File: src/rtl/core/krl_pkg.sv
`timescale 1ns / 1ps

package krl_pkg;

    // Field widths
    localparam int NOW_W      = 32;
    localparam int BYTES_W    = 16;
    localparam int KARMA_W    = 8;
    localparam int METER_W    = 32;
    localparam int STEP_W     = 7;
    localparam int HB_W       = 8;

    // Stream widths (fields packed from bit 0, padded to whole bytes)
    localparam int S_TDATA_W  = 48;
    localparam int M_TDATA_W  = 48;

    // Configuration port
    localparam int CFG_ADDR_W = 3;
    localparam int CFG_DATA_W = 8;

    // Register indexes
    localparam logic [CFG_ADDR_W-1:0] REG_MAX_KARMA    = 3'd0;
    localparam logic [CFG_ADDR_W-1:0] REG_INC_STEP     = 3'd1;
    localparam logic [CFG_ADDR_W-1:0] REG_DEC_STEP     = 3'd2;
    localparam logic [CFG_ADDR_W-1:0] REG_PENALTY      = 3'd3;
    localparam logic [CFG_ADDR_W-1:0] REG_RESTORE      = 3'd4;
    localparam logic [CFG_ADDR_W-1:0] REG_CLEAR_METER  = 3'd5;
    localparam logic [CFG_ADDR_W-1:0] REG_HEARTBEAT    = 3'd6;

    // Register reset values
    localparam logic [STEP_W-1:0]         RST_MAX_KARMA   = 7'd10;
    localparam logic [STEP_W-1:0]         RST_INC_STEP    = 7'd1;
    localparam logic [STEP_W-1:0]         RST_DEC_STEP    = 7'd1;
    localparam logic signed [KARMA_W-1:0] RST_PENALTY     = -8'sd5;
    localparam logic signed [KARMA_W-1:0] RST_RESTORE     = 8'sd5;
    localparam logic                      RST_CLEAR_METER = 1'b1;
    localparam logic [HB_W-1:0]           RST_HEARTBEAT   = 8'd2;

endpackage

File: src/rtl/core/karma_rate_limiter_top.sv
`timescale 1ns / 1ps

// Karma rate limiter for one connection. Each request on the s_ side is one
// read (time in seconds, bytes read); each produces exactly one result on the
// m_ side with the updated karma, byte meter and a blocked flag. A new request
// is taken every clock cycle while the result stream is not back-pressured: the
// request is registered, the heartbeat regeneration and byte charge are evaluated
// combinationally against the state registers, and the result lands in an output
// register before m_tvalid rises, so sustained throughput is one request per cycle.
// That rate is set by the combinational karma/meter update loop. The user must
// write configuration registers through the cfg_ port only while idle; the block does not enforce it.
module karma_rate_limiter_top #(
    parameter int READ_FACTOR = 100,
    parameter int INIT_KARMA  = 5
) (
    input  logic                              aclk,
    input  logic                              aresetn,
    // config write port
    input  logic                              cfg_wr_en,
    input  logic [krl_pkg::CFG_ADDR_W-1:0]    cfg_index,
    input  logic [krl_pkg::CFG_DATA_W-1:0]    cfg_data,
    // input stream
    input  logic                              s_tvalid,
    output logic                              s_tready,
    input  logic [krl_pkg::S_TDATA_W-1:0]     s_tdata,   // now_seconds[31:0], byte_count[47:32]
    // result stream
    output logic                              m_tvalid,
    input  logic                              m_tready,
    output logic [krl_pkg::M_TDATA_W-1:0]     m_tdata    // blocked[0], karma_now[8:1], meter_now[40:9]
);

    import krl_pkg::*;

    localparam int RF_W    = $clog2(READ_FACTOR + 1);
    localparam int PROD_W  = KARMA_W + RF_W + 1;
    localparam int CMP_W   = (PROD_W > METER_W + 1) ? PROD_W : METER_W + 1;
    localparam int PAD_W   = M_TDATA_W - 1 - KARMA_W - METER_W;
    localparam logic signed [RF_W:0]        RF_S       = (RF_W + 1)'(READ_FACTOR);
    localparam logic signed [KARMA_W-1:0]   INIT_K     = KARMA_W'(INIT_KARMA);

    // configuration registers
    logic [STEP_W-1:0]         cfg_max_reg;
    logic [STEP_W-1:0]         cfg_inc_reg;
    logic [STEP_W-1:0]         cfg_dec_reg;
    logic signed [KARMA_W-1:0] cfg_penalty_reg;
    logic signed [KARMA_W-1:0] cfg_restore_reg;
    logic                      cfg_clear_reg;
    logic [HB_W-1:0]           cfg_hb_reg;

    // input stage
    logic                      in_valid_reg;
    logic [NOW_W-1:0]          in_now_reg;
    logic [BYTES_W-1:0]        in_bytes_reg;

    // output stage
    logic                      out_valid_reg;
    logic                      out_blocked_reg;
    logic signed [KARMA_W-1:0] out_karma_reg;
    logic [METER_W-1:0]        out_meter_reg;

    // connection state
    logic signed [KARMA_W-1:0] karma_reg, karma_next;
    logic [METER_W-1:0]        meter_reg, meter_next;
    logic [NOW_W-1:0]          last_upd_reg, last_upd_next;
    logic                      ever_upd_reg, ever_upd_next;

    logic                      s_accept;
    logic                      commit;

    // datapath intermediates
    logic [NOW_W:0]            due;
    logic                      regen_go;
    logic signed [KARMA_W:0]   k_inc;
    logic                      over_restore;
    logic signed [KARMA_W-1:0] k_clip;
    logic signed [PROD_W-1:0]  drain_prod;
    logic [METER_W-1:0]        drain_val;
    logic [METER_W-1:0]        meter_drain;
    logic signed [KARMA_W-1:0] karma_rg;
    logic [METER_W-1:0]        meter_rg;
    logic [METER_W:0]          meter_sum;
    logic [METER_W-1:0]        meter_chg;
    logic signed [PROD_W-1:0]  allow_prod;
    logic signed [CMP_W-1:0]   meter_cmp;
    logic signed [CMP_W-1:0]   allow_cmp;
    logic                      overrun;
    logic signed [KARMA_W:0]   k_dec;

    // handshake
    assign commit   = in_valid_reg && (!out_valid_reg || m_tready);
    assign s_tready = !in_valid_reg || commit;
    assign s_accept = s_tvalid && s_tready;

    // config writes
    always_ff @(posedge aclk) begin
        if (!aresetn) begin
            cfg_max_reg     <= RST_MAX_KARMA;
            cfg_inc_reg     <= RST_INC_STEP;
            cfg_dec_reg     <= RST_DEC_STEP;
            cfg_penalty_reg <= RST_PENALTY;
            cfg_restore_reg <= RST_RESTORE;
            cfg_clear_reg   <= RST_CLEAR_METER;
            cfg_hb_reg      <= RST_HEARTBEAT;
        end else if (cfg_wr_en) begin
            case (cfg_index)
                REG_MAX_KARMA:   cfg_max_reg     <= cfg_data[STEP_W-1:0];
                REG_INC_STEP:    cfg_inc_reg     <= cfg_data[STEP_W-1:0];
                REG_DEC_STEP:    cfg_dec_reg     <= cfg_data[STEP_W-1:0];
                REG_PENALTY:     cfg_penalty_reg <= $signed(cfg_data[KARMA_W-1:0]);
                REG_RESTORE:     cfg_restore_reg <= $signed(cfg_data[KARMA_W-1:0]);
                REG_CLEAR_METER: cfg_clear_reg   <= cfg_data[0];
                REG_HEARTBEAT:   cfg_hb_reg      <= cfg_data[HB_W-1:0];
                default: ;
            endcase
        end
    end

    // regeneration step
    always_comb begin
        due          = (NOW_W + 1)'(last_upd_reg) + (NOW_W + 1)'(cfg_hb_reg);
        regen_go     = !ever_upd_reg || (due <= {1'b0, in_now_reg});
        k_inc        = (KARMA_W + 1)'(karma_reg) + $signed({2'b00, cfg_inc_reg});
        over_restore = karma_reg[KARMA_W-1] && !k_inc[KARMA_W];
        if (k_inc > $signed({2'b00, cfg_max_reg})) begin
            k_clip = $signed({1'b0, cfg_max_reg});
        end else begin
            k_clip = k_inc[KARMA_W-1:0];
        end

        // drain the meter by positive karma times the read factor
        drain_prod = k_clip * RF_S;
        drain_val  = METER_W'(drain_prod);
        if (k_clip > 0) begin
            meter_drain = (meter_reg > drain_val) ? meter_reg - drain_val : '0;
        end else begin
            meter_drain = meter_reg;
        end

        if (regen_go) begin
            karma_rg = over_restore ? cfg_restore_reg : k_clip;
            meter_rg = (over_restore && cfg_clear_reg) ? '0 : meter_drain;
        end else begin
            karma_rg = karma_reg;
            meter_rg = meter_reg;
        end
    end

    // byte charge and overrun check
    always_comb begin
        meter_sum  = {1'b0, meter_rg} + (METER_W + 1)'(in_bytes_reg);
        meter_chg  = meter_sum[METER_W] ? '1 : meter_sum[METER_W-1:0];
        allow_prod = karma_rg * RF_S;
        meter_cmp  = $signed(CMP_W'({1'b0, meter_chg}));
        allow_cmp  = CMP_W'(allow_prod);
        overrun    = meter_cmp > allow_cmp;
        k_dec      = (KARMA_W + 1)'(karma_rg) - $signed({2'b00, cfg_dec_reg});
        if (overrun) begin
            karma_next = (k_dec <= 0) ? cfg_penalty_reg : k_dec[KARMA_W-1:0];
        end else begin
            karma_next = karma_rg;
        end
        meter_next    = meter_chg;
        last_upd_next = regen_go ? in_now_reg : last_upd_reg;
        ever_upd_next = ever_upd_reg || regen_go;
    end

    // input register
    always_ff @(posedge aclk) begin
        if (!aresetn) begin
            in_valid_reg <= 1'b0;
        end else if (s_accept) begin
            in_valid_reg <= 1'b1;
        end else if (commit) begin
            in_valid_reg <= 1'b0;
        end
    end

    always_ff @(posedge aclk) begin
        if (s_accept) begin
            in_now_reg   <= s_tdata[NOW_W-1:0];
            in_bytes_reg <= s_tdata[NOW_W +: BYTES_W];
        end
    end

    // state update on commit
    always_ff @(posedge aclk) begin
        if (!aresetn) begin
            karma_reg    <= INIT_K;
            meter_reg    <= '0;
            last_upd_reg <= '0;
            ever_upd_reg <= 1'b0;
        end else if (commit) begin
            karma_reg    <= karma_next;
            meter_reg    <= meter_next;
            last_upd_reg <= last_upd_next;
            ever_upd_reg <= ever_upd_next;
        end
    end

    // result register
    always_ff @(posedge aclk) begin
        if (!aresetn) begin
            out_valid_reg <= 1'b0;
        end else if (commit) begin
            out_valid_reg <= 1'b1;
        end else if (m_tready) begin
            out_valid_reg <= 1'b0;
        end
    end

    always_ff @(posedge aclk) begin
        if (commit) begin
            out_blocked_reg <= (karma_next <= 0);
            out_karma_reg   <= karma_next;
            out_meter_reg   <= meter_next;
        end
    end

    assign m_tvalid = out_valid_reg;
    assign m_tdata  = {{PAD_W{1'b0}}, out_meter_reg, out_karma_reg, out_blocked_reg};

`ifndef ASSERT_OFF
    // state only moves when a request commits
    a_state_hold: assert property (@(posedge aclk) disable iff (!aresetn)
        !commit |=> $stable(karma_reg) && $stable(meter_reg) && $stable(last_upd_reg))
        else $error("state changed without a commit");

    // a pending result always mirrors the current state
    a_out_matches_state: assert property (@(posedge aclk) disable iff (!aresetn)
        out_valid_reg |-> (out_karma_reg == karma_reg) && (out_meter_reg == meter_reg))
        else $error("result register out of step with state");

    // once regenerated, the first-update flag never drops
    a_ever_sticky: assert property (@(posedge aclk) disable iff (!aresetn)
        ever_upd_reg |=> ever_upd_reg)
        else $error("update flag cleared");
`endif

endmodule

File: config.mk
export PLATFORM = sky130hd
export DESIGN_NAME = karma_rate_limiter_top
export DESIGN_NICKNAME = d
export VERILOG_FILES = /design/src/rtl/core/krl_pkg.sv /design/src/rtl/core/karma_rate_limiter_top.sv
export SDC_FILE = /design/constraint.sdc
export NUM_CORES = 1
export LEC_CHECK = 0
export BUFFER_PORTS_ARGS = -buffer_cell sky130_fd_sc_hd__buf_2
export CAP_MARGIN = 20
export CORE_ASPECT_RATIO = 1.4
export CORE_MARGIN = 4
export CORE_UTILIZATION = 45
export CTS_CLUSTER_DIAMETER = 200
export DETAILED_ROUTE_END_ITERATION = 8
export PLACE_DENSITY = 0.69
export SYNTH_ARGS = -nofsm -noshare
export SYNTH_HDL_FRONTEND = slang
export SYNTH_SLANG_ARGS = --single-unit
File: constraint.sdc
create_clock -name aclk -period 12.7 [get_ports aclk]
set_input_delay 1.905 -clock aclk [delete_from_list [all_inputs] [get_ports aclk]]
set_output_delay 1.905 -clock aclk [all_outputs]
set_load 0.01 [all_outputs]
# Yosys cells after proc, flatten, opt, wreduce, memory -nomap -nowiden
# Cells that the tools add are included.
[classes]
addsub = 5
mul = 2
n_lt_le_gt_ge = 7
n_eq_ne = 6
n_mux = 14
reduce_logical = 23
[ops]
columns = ["operator", "count"]
rows = [
  ["two-way mux 32 bit", 5],
  ["two-way mux 8 bit", 5],
  ["adder 32 x 16 -> 33 bit", 1],
  ["adder 32 x 8 -> 33 bit", 1],
  ["greater-than comparator 33 x 16 -> 1 bit", 1],
  ["less-or-equal comparator 33 x 32 -> 1 bit", 1],
  ["greater-than comparator 32 bit", 1],
  ["subtractor 32 bit", 1],
  ["multiplier 8 x 6 -> 14 bit (second input constant)", 2],
  ["AND reduction 2 bit", 8],
  ["adder 8 x 8 -> 9 bit", 1],
  ["equality test 3 bit (second input constant)", 3],
  ["greater-than comparator 9 x 8 -> 1 bit", 1],
  ["less-or-equal comparator 9 x 1 -> 1 bit (second input constant)", 1],
  ["subtractor 8 x 8 -> 9 bit", 1],
  ["greater-than comparator 8 x 1 -> 1 bit (second input constant)", 1],
  ["less-or-equal comparator 8 x 1 -> 1 bit (second input constant)", 1],
  ["equality test 3 x 2 -> 1 bit (second input constant)", 2],
  ["logical AND 1 bit", 4],
  ["logical NOT 1 bit", 4],
  ["logical OR 1 bit", 4],
  ["two-way mux 1 bit", 4],
  ["nonzero test 2 bit", 2],
  ["equality test 3 x 1 -> 1 bit (second input constant)", 1],
  ["logical NOT 3 bit", 1],
]
[totals]
ff_bits = 210
input_bits = 64
output_inout_bits = 50
elab_cells = 75

# Depth between registers and ports, before layout
# Gate-level depths: netlist (run 1).
[logic_depth]
word_depth = 14
mapped_depth = 75
mapped_depth_nobuf = 67

# Worst setup path before layout (run 1)
# Ideal clock, no wire load.
[synth_path]
kind = "flip-flop to flip-flop"
start = "register cfg_inc_reg[0]"
end = "register out_blocked_reg (data pin)"
setup_ns = 0.260
t_arrival_ns = 13.399
t_required_ns = 12.440
setup_slack_ns = -0.959
path_stages_with_launch = 71
path_buffers = 7
period_less_slack_ns = 13.659
path_cell_list = "dfxtp_1 -> ha_1 -> fa_1 -> a21o_1 -> a21oi_1 -> xnor2_1 -> ha_1 -> nand4_1 -> nor2_1 -> nor2_1 -> a21boi_0 -> o21a_1 -> o22ai_1 -> a31o_2 -> clkbuf_1 -> mux2i_1 -> inv_1 -> ha_1 -> [35 not listed] -> buf_2 -> clkbuf_1 -> nand2_1 -> ha_1 -> nor2b_1 -> o21a_1 -> o21a_1 -> o21a_1 -> o21a_1 -> o21ai_0 -> a21oi_1 -> o211ai_1 -> a21oi_1 -> xnor2_1 -> a21boi_2 -> and2_1 -> buf_2 -> mux2_2"
[synth_between]
elab_chain_cells = 14
word_cells_on_any_way = 25
cone_classes = "add/sub (4); mul (2); order compare (6); mux (10); reduce/logical (3)"
[synth_lines]
columns = ["element", "line", "text"]
rows = [
  ["start: declaration", "karma_rate_limiter_top.sv:43", "logic [STEP_W-1:0] cfg_inc_reg;"],
  ["start signal: assignment", "karma_rate_limiter_top.sv:107", "REG_INC_STEP: cfg_inc_reg <= cfg_data[STEP_W-1:0];"],
  ["adder 8 x 8 -> 9 bit (*)", "karma_rate_limiter_top.sv:122", "k_inc = (KARMA_W + 1)'(karma_reg) + $signed({2'b00, cfg_inc_reg});"],
  ["greater-than comparator 9 x 8 -> 1 bit", "karma_rate_limiter_top.sv:124", "if (k_inc > $signed({2'b00, cfg_max_reg})) begin"],
  ["two-way mux 8 bit", "karma_rate_limiter_top.sv:124", ""],
  ["multiplier 8 x 6 -> 14 bit", "karma_rate_limiter_top.sv:131", "drain_prod = k_clip * RF_S;"],
  ["subtractor 32 bit or greater-than comparator 32 bit (tied branches)", "karma_rate_limiter_top.sv:134", "meter_drain = (meter_reg > drain_val) ? meter_reg - drain_val : '0;"],
  ["two-way mux 32 bit", "karma_rate_limiter_top.sv:134", ""],
  ["two-way mux 32 bit", "karma_rate_limiter_top.sv:133", "if (k_clip > 0) begin"],
  ["two-way mux 32 bit (*)", "karma_rate_limiter_top.sv:141", "meter_rg = (over_restore && cfg_clear_reg) ? '0 : meter_drain;"],
  ["two-way mux 32 bit (*)", "karma_rate_limiter_top.sv:139", "if (regen_go) begin"],
  ["adder 32 x 16 -> 33 bit (*)", "karma_rate_limiter_top.sv:150", "meter_sum = {1'b0, meter_rg} + (METER_W + 1)'(in_bytes_reg);"],
  ["two-way mux 32 bit (*)", "karma_rate_limiter_top.sv:151", "meter_chg = meter_sum[METER_W] ? '1 : meter_sum[METER_W-1:0];"],
  ["via meter_chg[3]", "karma_rate_limiter_top.sv:82", "logic [METER_W-1:0] meter_chg;"],
  ["greater-than comparator 33 x 16 -> 1 bit (*)", "karma_rate_limiter_top.sv:155", "overrun = meter_cmp > allow_cmp;"],
  ["two-way mux 8 bit (*)", "karma_rate_limiter_top.sv:157", "if (overrun) begin"],
  ["less-or-equal comparator 8 x 1 -> 1 bit (*)", "karma_rate_limiter_top.sv:213", "out_blocked_reg <= (karma_next <= 0);"],
  ["end signal: assignment", "karma_rate_limiter_top.sv:213", ""],
  ["end: declaration", "karma_rate_limiter_top.sv:57", "logic out_blocked_reg;"],
]
# The timed path passes the listed nets; every way through them passes the cells marked *.
# A chain may end at the register's enable or synchronous reset.

# Worst setup path in the final report (run 1)
[layout_path]
start = "register karma_reg[0]"
end = "register out_blocked_reg (data pin)"
[layout_between]
elab_chain_cells = 14
word_cells_on_any_way = 25
cone_classes = "add/sub (4); mul (2); order compare (6); mux (10); reduce/logical (3)"
[layout_lines]
columns = ["element", "line", "text"]
rows = [
  ["start: declaration", "karma_rate_limiter_top.sv:62", "logic signed [KARMA_W-1:0] karma_reg, karma_next;"],
  ["start signal: assignment", "karma_rate_limiter_top.sv:193", "karma_reg <= karma_next;"],
  ["adder 8 x 8 -> 9 bit (*)", "karma_rate_limiter_top.sv:122", ""],
  ["greater-than comparator 9 x 8 -> 1 bit", "karma_rate_limiter_top.sv:124", ""],
  ["two-way mux 8 bit", "karma_rate_limiter_top.sv:124", ""],
  ["multiplier 8 x 6 -> 14 bit", "karma_rate_limiter_top.sv:131", ""],
  ["subtractor 32 bit or greater-than comparator 32 bit (tied branches)", "karma_rate_limiter_top.sv:134", ""],
  ["two-way mux 32 bit", "karma_rate_limiter_top.sv:134", ""],
  ["two-way mux 32 bit", "karma_rate_limiter_top.sv:133", ""],
  ["two-way mux 32 bit (*)", "karma_rate_limiter_top.sv:141", ""],
  ["two-way mux 32 bit (*)", "karma_rate_limiter_top.sv:139", ""],
  ["adder 32 x 16 -> 33 bit (*)", "karma_rate_limiter_top.sv:150", ""],
  ["two-way mux 32 bit (*)", "karma_rate_limiter_top.sv:151", ""],
  ["via meter_chg[3]", "karma_rate_limiter_top.sv:82", ""],
  ["greater-than comparator 33 x 16 -> 1 bit (*)", "karma_rate_limiter_top.sv:155", ""],
  ["two-way mux 8 bit (*)", "karma_rate_limiter_top.sv:157", ""],
  ["less-or-equal comparator 8 x 1 -> 1 bit (*)", "karma_rate_limiter_top.sv:213", ""],
]
# Marks and branches as above.

==> results of run 1 <==
## tightest hold or removal path: stages, from the launching register on
cell and delay, ns:
dfxtp_1 0.31, nand2_1 0.05, a21oi_1 0.05
## repair_timing
item	in CTS	in global routing
setup endpoints to repair	17	17
resized for setup	24	118
gates cloned	0	1
pin swaps	6	64
setup buffers	3	21
## cells in the final DEF, fill, tap and decap left out, types with 34 or more instances in the layout
cell type,count
o21ai_0,69
edfxtp_1,89
xnor2_1,51
ha_1,161
inv_1,124
a21oi_1,115
dfxtp_1,119
buf_2,106
buf_4,167
nand2_1,234
nor2_1,116
nand3_1,62
mux2i_1,39
nand4_1,34
## stage by stage
step / util / setup TNS (ns)
finish: 0.561 / 0
global route: 0.561 / -5.71
CTS: 0.540 / 0
detailed placement: 0.516 / -9.38
global placement: 0.516 / -3.26
floorplan: - / 0
## worst max-delay path by stage
| stage | startpoint | endpoint | cells past startpoint |
|---|---|---|---|
| 2_1_floorplan | cfg_inc_reg[0] | out_blocked_reg | 70 |
| 3_3_place_gp | cfg_inc_reg[0] | out_blocked_reg | 59 |
| 3_5_place_dp | cfg_inc_reg[0] | karma_reg[3] | 62 |
| 4_1_cts | cfg_inc_reg[0] | out_blocked_reg | 64 |
| 5_1_grt | karma_reg[0] | out_karma_reg[5] | 68 |
| 6_report | karma_reg[0] | out_blocked_reg | 63 |
## metal layers
metal | up-vias | global-route usage | share of wire
met5 | - | 0 | 0.00016
met4 | 2 | 0.0986 | 0.048
met3 | 122 | 0.0300 | 0.046
met2 | 390 | 0.416 | 0.52
met1 | 6645 | 0.264 | 0.39
li1 | 6909 | - | -
## cell type report
cell class,count,area share
Clock buffer,31,0.0338
Inverter,132,0.0261
Multi-Input combinational cell,1378,0.538
Clock inverter,9,0.00281
Antenna cell,1,0.000131
Timing Repair Buffer,286,0.104
Tap cell,451,0.0295
Sequential cell,210,0.266
## kinds of logic (layout without fill, tap and decap cells)
family / count (synthesis) / in the layout / synth area share
AO/OA/AOI/OAI: 410 / 410 / 0.178
XOR/XNOR: 85 / 85 / 0.0478
adder cells (fa/ha/maj): 192 / 192 / 0.162
buffers and inverters: 214 / 458 / 0.0552
flip-flops: 210 / 210 / 0.327
multiplexers: 54 / 54 / 0.0353
other: 1 / 8 / 0.000241
AND/OR/NAND/NOR: 630 / 630 / 0.194
==> metrics.yaml, run 1 <==
routing:
  routed_via_density: 5.63
  drt_iter0_drc: 942
  route.detailed.wl_per_inst_um: 17.9
  vias: 14100
  ant_nets: 0
  route.detailed.drc: 0
  drt-total-wl_mm: 44.8
  detail_route.first_pass.iterations: 5
setup_path:
  rr_endpoint: "out_blocked_reg"
  path_buf_inv: 8
  crit_arrival_ns: 12.86
  reg2reg_depth: 63
  crit_family: "compound AO/OA/AOI/OAI gates"
  cp-end-kind: "flip-flop"
  cp_slowest_cell: "or4_4"
  crit_type: "reg -> reg"
  start_kind: "flip-flop"
  crit_path_max_fanout: 6
  reg2reg_slack_ns: 0.12
  timing.rr.start: "karma_reg[0]"
  cp_data_required_time_ns: 12.98
  worst_path_largest_cell_delay_ns: 0.56
clocking:
  htree_levels: 1
  cts_buffers: 22
  clock_latency_ns: 0.53
  cts_root_buf: "clkbuf_16"
  hold_buffers: 0
  cts_tree: "done"
  clk_pin_slew_ns: 0.07
  cts_num_sinks: 210
  clockBufferDepth: 3
worst_hold_path:
  hp-start: "cfg_hb_reg[0]"
  hp-class: "reg -> reg"
  holdPathStages: 2
  holdPathEnd: "cfg_hb_reg[0]"
timing:
  finalSetupViolCount: 0
  fin_skew_ns: 0.0164
  finalCritPeriodShare: 0.990
  min_period_ns: 12.58
  worst-slew-pin-transition_ns: 0.932
  fmax_mhz: 79.5
  whs_ns: 0.463
  hold_viol: 0
  maxSlewViolCount: 0
  rsz0062_at_grt: "true"
  setup_ws_ns: 0.122
  relSlewSlack: 0.372
place:
  gp_congestion: 0.935
  port_buffers: 106
  dp_slack_ns: -0.593
  dp_hpwl_mm: 33.8
  placed_area_um2: 17600
  dp_cells: 2433
synth:
  yosys_warnings: 0
  ys_ff_latch: 210
  ys_seq_area_frac: 0.327
  netlist_area_um2: 15600
  synthTopCellsByCount: "nand2_1 (241), ha_1 (175), inv_1 (130), a21oi_1 (128), dfxtp_1 (121)"
  synth_edf_count: 89
  syn_inst: 1796
  synth.avg_cell_area_um2: 8.67
  synth_top_flop_cell: "dfxtp_1"
  yosysUniqueCellTypes: 83
  yosysTopAreaCell: "edfxtp_1"
  yosysMostFrequentCell: "nand2_1"
  ys_top_cells_by_area: "edfxtp_1 (17%), dfxtp_1 (16%), ha_1 (14%), nand2_1 (5.8%), a21oi_1 (4.1%)"
  async_flop_share: 0
  synth_top_area_share: 0.172
final_layout:
  multi_input_area_um2: 10300
  instances_no_fill: 2498
  design_area_um2: 19200
  area.sequential_um2: 5100
  nNetsFinal: 2286
  areaGrowthSynthToFinish_pct: 23.0
  final.fill_count: 3053
  drive_above_1_share: 0.228
floorplanning:
  ios: 114
  dieWidth_um: 165
  coreArea_um2: 34100
  fp.dieH_um: 228
  dieArea_um2: 37700
  num_rows: 80
  initial_utilization: 0.456
grt:
  grt_max_degree: 72
  antenna_found_initial: 2
  track_usage: 0.229
  grt_pass1_vias: 13900
  grt_pass1_wl_mm: 70.3
  grt_overflow: 0
run_status:
  run_status: "complete, no violations"
job:
  drv_cap: 0
Power of run 1 is left out: the tool's default activity adds up to more than one toggle a clock period on the data nets, which glitch-free logic cannot reach.
==> run 2: changes to the inputs <==
--- a/config.mk
+++ b/config.mk
@@ -9,10 +9,10 @@
 export CAP_MARGIN = 20
 export CORE_ASPECT_RATIO = 1.4
 export CORE_MARGIN = 4
-export CORE_UTILIZATION = 45
+export CORE_UTILIZATION = 55
 export CTS_CLUSTER_DIAMETER = 200
 export DETAILED_ROUTE_END_ITERATION = 8
-export PLACE_DENSITY = 0.69
+export PLACE_DENSITY = 0.81
 export SYNTH_ARGS = -nofsm -noshare
 export SYNTH_HDL_FRONTEND = slang
 export SYNTH_SLANG_ARGS = --single-unit
==> constraint.sdc (replaced) <==
create_clock -name aclk -period 12.7 [get_ports aclk]
set_input_delay 3.175 -clock aclk [delete_from_list [all_inputs] [get_ports aclk]]
set_output_delay 3.175 -clock aclk [all_outputs]
set_load 0.01 [all_outputs]
==> metrics.yaml, run 2 (synthesized netlist as in run 1, its figures left out) <==
grt:
  grt_pass1_vias: 14300  # was 13900
  grt_overflow: 0  # unchanged
  antenna_found_initial: 1  # was 2
  grt_pass1_wl_mm: 71.4  # was 70.3 mm
  grt_max_degree: 73  # was 72
  track_usage: 0.283  # was 0.229
final_layout:
  drive_above_1_share: 0.220  # was 0.228
  nNetsFinal: 2234  # was 2286
  areaGrowthSynthToFinish_pct: 21.0  # was 23.0%
  final_common_cell: "nand2_1"  # unchanged
  instances_no_fill: 2364  # was 2498
  antennaDiodeCount: 0  # was 1
  final_cell_mix: "nand2_1 (229), ha_1 (154), inv_1 (120)"  # was nand2_1 (234), buf_4 (167), ha_1 (161)
  final.fill_count: 2145  # was 3053
setup_path:
  crit_arrival_ns: 12.90  # was 12.86 ns
  cp-end-kind: "flip-flop"  # unchanged
  cp_slowest_cell: "or4_4"  # unchanged
  crit_path_max_fanout: 7  # was 6
  cp_data_required_time_ns: 13.01  # was 12.98 ns
  path_buf_inv: 6  # was 8
  crit_type: "reg -> reg"  # unchanged
  start_kind: "flip-flop"  # unchanged
  worst_path_largest_cell_delay_ns: 0.54  # was 0.56 ns
  worst_path_most_repeated_cell: "ha_1"
  crit_family: "compound AO/OA/AOI/OAI gates"  # unchanged
timing:
  finalCritPeriodShare: 0.991  # was 0.990
  relSlewSlack: 0.270  # was 0.372
  hold_viol: 0  # unchanged
  fin_skew_ns: 0.0291  # was 0.0164 ns
  finalSetupViolCount: 0  # unchanged
  min_period_ns: 12.59  # was 12.58 ns
  maxSlewViolCount: 0  # unchanged
  whs_ns: 0.462  # was 0.463 ns
  fmax_mhz: 79.4  # was 79.5 MHz
  rsz0062_at_grt: "true"  # unchanged
  worst-slew-pin-transition_ns: 1.09  # was 0.932 ns
clocking:
  cts_num_sinks: 210  # unchanged
  htree_levels: 1  # unchanged
  cts_tree: "done"  # unchanged
  hold_buffers: 0  # unchanged
  cts_root_buf: "clkbuf_16"  # unchanged
  clock_latency_ns: 0.55  # was 0.53 ns
  clk_pin_slew_ns: 0.08  # was 0.07 ns
  clockBufferDepth: 3  # unchanged
  cts_buffers: 22  # unchanged
routing:
  ant_nets: 0  # unchanged
  drt_iter0_drc: 1125  # was 942
  route.detailed.drc: 0  # unchanged
  routed_via_density: 6.18  # was 5.63
  drt-total-wl_mm: 47.1  # was 44.8 mm
  detail_route.first_pass.iterations: 5  # unchanged
  vias: 14600  # was 14100
  route.detailed.wl_per_inst_um: 19.9  # was 17.9 µm
floorplanning:
  initial_utilization: 0.561  # was 0.456
  dieWidth_um: 150  # was 165 µm
  ios: 114  # unchanged
  dieArea_um2: 31100  # was 37700 µm²
  fp.dieH_um: 207  # was 228 µm
  num_rows: 72  # was 80
  coreArea_um2: 27700  # was 34100 µm²
worst_hold_path:
  hp-class: "reg -> reg"  # unchanged
place:
  gp_congestion: 0.945  # was 0.935
  dp_cells: 2298  # was 2433
  port_buffers: 106  # unchanged
  dp_hpwl_mm: 33.8  # about the same
run_status:
  run_status: "complete, no violations"  # unchanged
job:
  drv_cap: 0  # unchanged
## run 2: cell types whose count changed in the layout (fill, tap and decap cells not counted), moves of 4 or more
cell	delta
nand2_1	-5
inv_2	+4
inv_1	-4
ha_1	-7
ha_4	+7
buf_4	-52
nand2_4	+4
## run 2: worst paths after layout
| path | from | slack, ns | depth (start not counted) | endpoint |
|---|---|---|---|---|
| worst max-delay path | cfg_inc_reg[0] | 0.11 | 64 | out_blocked_reg |
| worst min register to register | last_upd_reg[0] | 0.46 | 2 | last_upd_reg[0] |
| worst max register to register | cfg_inc_reg[0] | 0.11 | 64 | out_blocked_reg |
| worst min-delay path | last_upd_reg[0] | 0.46 | 2 | last_upd_reg[0] |
## run 2: what timing repair did
action                                  in CTS  in global routing
endpoints found under the setup margin      17                 17
setup buffers                                3                 21
endpoints found under the hold margin        0                  0
pin swaps                                   16                 61
resized for setup                           34                132
gates cloned                                 0                  1
## run 2: per-stage QoR
| step | setup TNS (ns) | utilization | worst slack, ns | area, µm² |
|---|---|---|---|---|
| global route | -6.10 | 0.679 | -0.422 | 18800 |
| finish | 0 | 0.679 | 0.109 | 18800 |
| CTS | 0 | 0.649 | 0.0185 | 18000 |
| detailed placement | -5.11 | 0.616 | -0.338 | 17100 |
| global placement | 0 | 0.615 | 0.121 | 17100 |
| floorplan | 0 | - | 0.0254 | 15700 |
## run 2: per-layer routing
metal	routed length, µm	vias up	GRT usage
met5	8	-	0
met2	23100	727	0.486
met4	3570	2	0.170
met3	3250	257	0.0363
met1	17200	6827	0.332
li1	-	6808	-
## run 2: cell type report
class / instances / area, µm² / area share
clock buffers: 32 / 681 / 0.0361
clock inverters: 8 / 81.3 / 0.00432
inverters: 132 / 500 / 0.0266
multi-input cells: 1378 / 10400 / 0.553
flip-flops and latches: 210 / 5100 / 0.271
well taps: 370 / 463 / 0.0246
repair buffers: 234 / 1600 / 0.0851
## run 2: tightest hold or removal path, cell delays in order (launching register included)
cell and delay [ns]:
dfxtp_1 0.31, nand2_1 0.05, a21oi_1 0.05
Power of run 2 is left out for the same reason.
==> run 3: changes to the inputs <==
--- a/config.mk
+++ b/config.mk
@@ -5,14 +5,14 @@
 export SDC_FILE = /design/constraint.sdc
 export NUM_CORES = 1
 export LEC_CHECK = 0
-export BUFFER_PORTS_ARGS = -buffer_cell sky130_fd_sc_hd__buf_2
 export CAP_MARGIN = 20
 export CORE_ASPECT_RATIO = 1.4
 export CORE_MARGIN = 4
 export CORE_UTILIZATION = 55
 export CTS_CLUSTER_DIAMETER = 200
 export DETAILED_ROUTE_END_ITERATION = 8
-export PLACE_DENSITY = 0.81
+export DONT_BUFFER_PORTS = 1
+export PLACE_DENSITY = 0.77
 export SYNTH_ARGS = -nofsm -noshare
 export SYNTH_HDL_FRONTEND = slang
 export SYNTH_SLANG_ARGS = --single-unit
==> metrics.yaml, run 3 (synthesized netlist as in run 1, its figures left out) <==
clocking:
  cts_root_buf: "clkbuf_16"  # unchanged
  clk_pin_slew_ns: 0.06  # was 0.08 ns
  cts_buffers: 23  # was 22
  cts_tree: "done"  # unchanged
  clock_latency_ns: 0.53  # was 0.55 ns
  htree_levels: 1  # unchanged
  clockBufferDepth: 3  # unchanged
  cts_num_sinks: 210  # unchanged
worst_hold_path:
  hp-start: "last_upd_reg[6]"  # was last_upd_reg[0]
  hp-class: "reg -> reg"  # unchanged
  holdPathStages: 2  # unchanged
  holdPathEnd: "last_upd_reg[6]"  # was last_upd_reg[0]
final_layout:
  final_cell_mix: "nand2_1 (230), ha_1 (160), buf_4 (134)"  # was nand2_1 (229), ha_1 (154), inv_1 (120)
  nNetsFinal: 2146  # was 2234
  antennaDiodeCount: 0  # unchanged
  design_area_um2: 18200  # was 18800 µm²
  areaGrowthSynthToFinish_pct: 16.8  # was 21.0%
  final_common_cell: "nand2_1"  # unchanged
  drive_above_1_share: 0.170  # was 0.220
setup_path:
  cp_data_required_time_ns: 12.98  # was 13.01 ns
  timing.rr.start: "karma_reg[0]"  # was cfg_inc_reg[0]
  cp-end-kind: "flip-flop"  # unchanged
  crit_arrival_ns: 12.77  # was 12.90 ns
  worst_path_most_repeated_cell: "o21a_1"  # was ha_1
  rr_endpoint: "out_blocked_reg"  # unchanged
  start_kind: "flip-flop"  # unchanged
  crit_path_max_fanout: 7  # unchanged
  path_buf_inv: 5  # was 6
  crit_type: "reg -> reg"  # unchanged
  reg2reg_slack_ns: 0.21  # was 0.11 ns
  worst_path_largest_cell_delay_ns: 0.57  # was 0.54 ns
  crit_family: "compound AO/OA/AOI/OAI gates"  # unchanged
  cp_slowest_cell: "or4_4"  # unchanged
  reg2reg_depth: 62  # was 64
routing:
  route.detailed.wl_per_inst_um: 19.7  # was 19.9 µm
  vias: 13800  # was 14600
  drt_iter0_drc: 1080  # was 1125
  route.detailed.drc: 0  # unchanged
  detail_route.first_pass.iterations: 6  # was 5
  routed_via_density: 6.08  # was 6.18
  drt-total-wl_mm: 44.8  # was 47.1 mm
  ant_nets: 0  # unchanged
place:
  placed_area_um2: 16700  # was 17100 µm²
  gp_congestion: 0.964  # was 0.945
  port_buffers: 0  # was 106
  dp_hpwl_mm: 32.9  # was 33.8 mm
timing:
  min_period_ns: 12.49  # was 12.59 ns
  maxSlewViolCount: 0  # unchanged
  fin_skew_ns: 0.0140  # was 0.0291 ns
  hold_viol: 0  # unchanged
  finalSetupViolCount: 0  # unchanged
  relSlewSlack: 0.387  # was 0.270
  fmax_mhz: 80.1  # was 79.4 MHz
  rsz0062_at_grt: "true"  # unchanged
  finalCritPeriodShare: 0.983  # was 0.991
  worst-slew-pin-transition_ns: 0.915  # was 1.09 ns
floorplanning:
  dieArea_um2: 31100  # unchanged
  dieWidth_um: 150  # unchanged
  fp.dieH_um: 207  # unchanged
  ios: 114  # unchanged
  num_rows: 72  # unchanged
  initial_utilization: 0.561  # unchanged
  coreArea_um2: 27700  # unchanged
grt:
  grt_pass1_vias: 13700  # was 14300
  track_usage: 0.270  # was 0.283
  grt_max_degree: 74  # was 73
  grt_pass1_wl_mm: 68.5  # was 71.4 mm
  grt_overflow: 0  # unchanged
  antenna_found_initial: 0  # was 1
job:
  drv_cap: 0  # unchanged
run_status:
  run_status: "complete, no violations"  # unchanged
-- run 3: changes by cell type in the layout (fill, tap and decap cells not counted), moves of 4 or more --
cell	before	now
buf_2	106	0
buf_4	115	134
dfxtp_2	4	0
ha_1	154	160
ha_4	20	12
inv_1	120	124
inv_2	10	6
-- run 3: worst max-delay path by stage --
stage	start	endpoint	slack, ns	cells past startpoint
3_3_place_gp	karma_reg[0]	karma_reg[2]	0.03	63
5_1_grt	karma_reg[0]	out_blocked_reg	-0.30	61
4_1_cts	karma_reg[0]	karma_reg[2]	0.02	64
6_report	karma_reg[0]	out_blocked_reg	0.21	62
3_5_place_dp	karma_reg[0]	karma_reg[2]	-0.36	63
2_1_floorplan	cfg_inc_reg[0]	out_blocked_reg	0.03	70
-- run 3: per-stage QoR --
stage,TNS [ns],hold WS (ns),utilization,instances,setup slack (ns)
after floorplan,0,0.434,-,1802,0.0254
after global placement,0,0.446,0.602,2215,0.0289
after detailed placement,-5.28,0.455,0.603,2216,-0.362
after CTS,0,0.465,0.632,2259,0.0199
after global routing,-3.85,0.490,0.656,2277,-0.305
final,0,0.465,0.656,2277,0.213
-- run 3: metal layers --
layer	wire length, µm	share of wire	GRT usage
met1	17100	0.38	0.317
met2	22600	0.50	0.481
met3	2930	0.065	0.0413
met4	2130	0.048	0.121
met5	0	0	0
-- run 3: final cells by class --
class	count	area (µm²)
Clock buffer	32	639
Clock inverter	10	92.6
Fill cell	2255	9550
Inverter	132	503
Multi-Input combinational cell	1378	10200
Sequential cell	210	5100
Tap cell	370	463
Timing Repair Buffer	145	1180
-- run 3: worst register-to-register path: cells and delay by family (launching register included) --
family | cells | cell delay, ns
compound gates | 28 | 4.32
fa+ha+maj | 10 | 3.04
simple gates | 14 | 2.99
buf+inv | 5 | 0.62
mux | 2 | 0.49
xor+xnor | 3 | 0.43
flops | 1 | 0.36
-- run 3: what timing repair did --
item | in CTS | in global routing
pin swaps | 1 | 57
hold endpoints to repair | 0 | 0
endpoints found under the setup margin | 17 | 17
setup buffers | 1 | 16
gates cloned | 0 | 1
gates resized for setup | 10 | 124
hold buffers | 0 | 0
Power of run 3 is left out for the same reason.
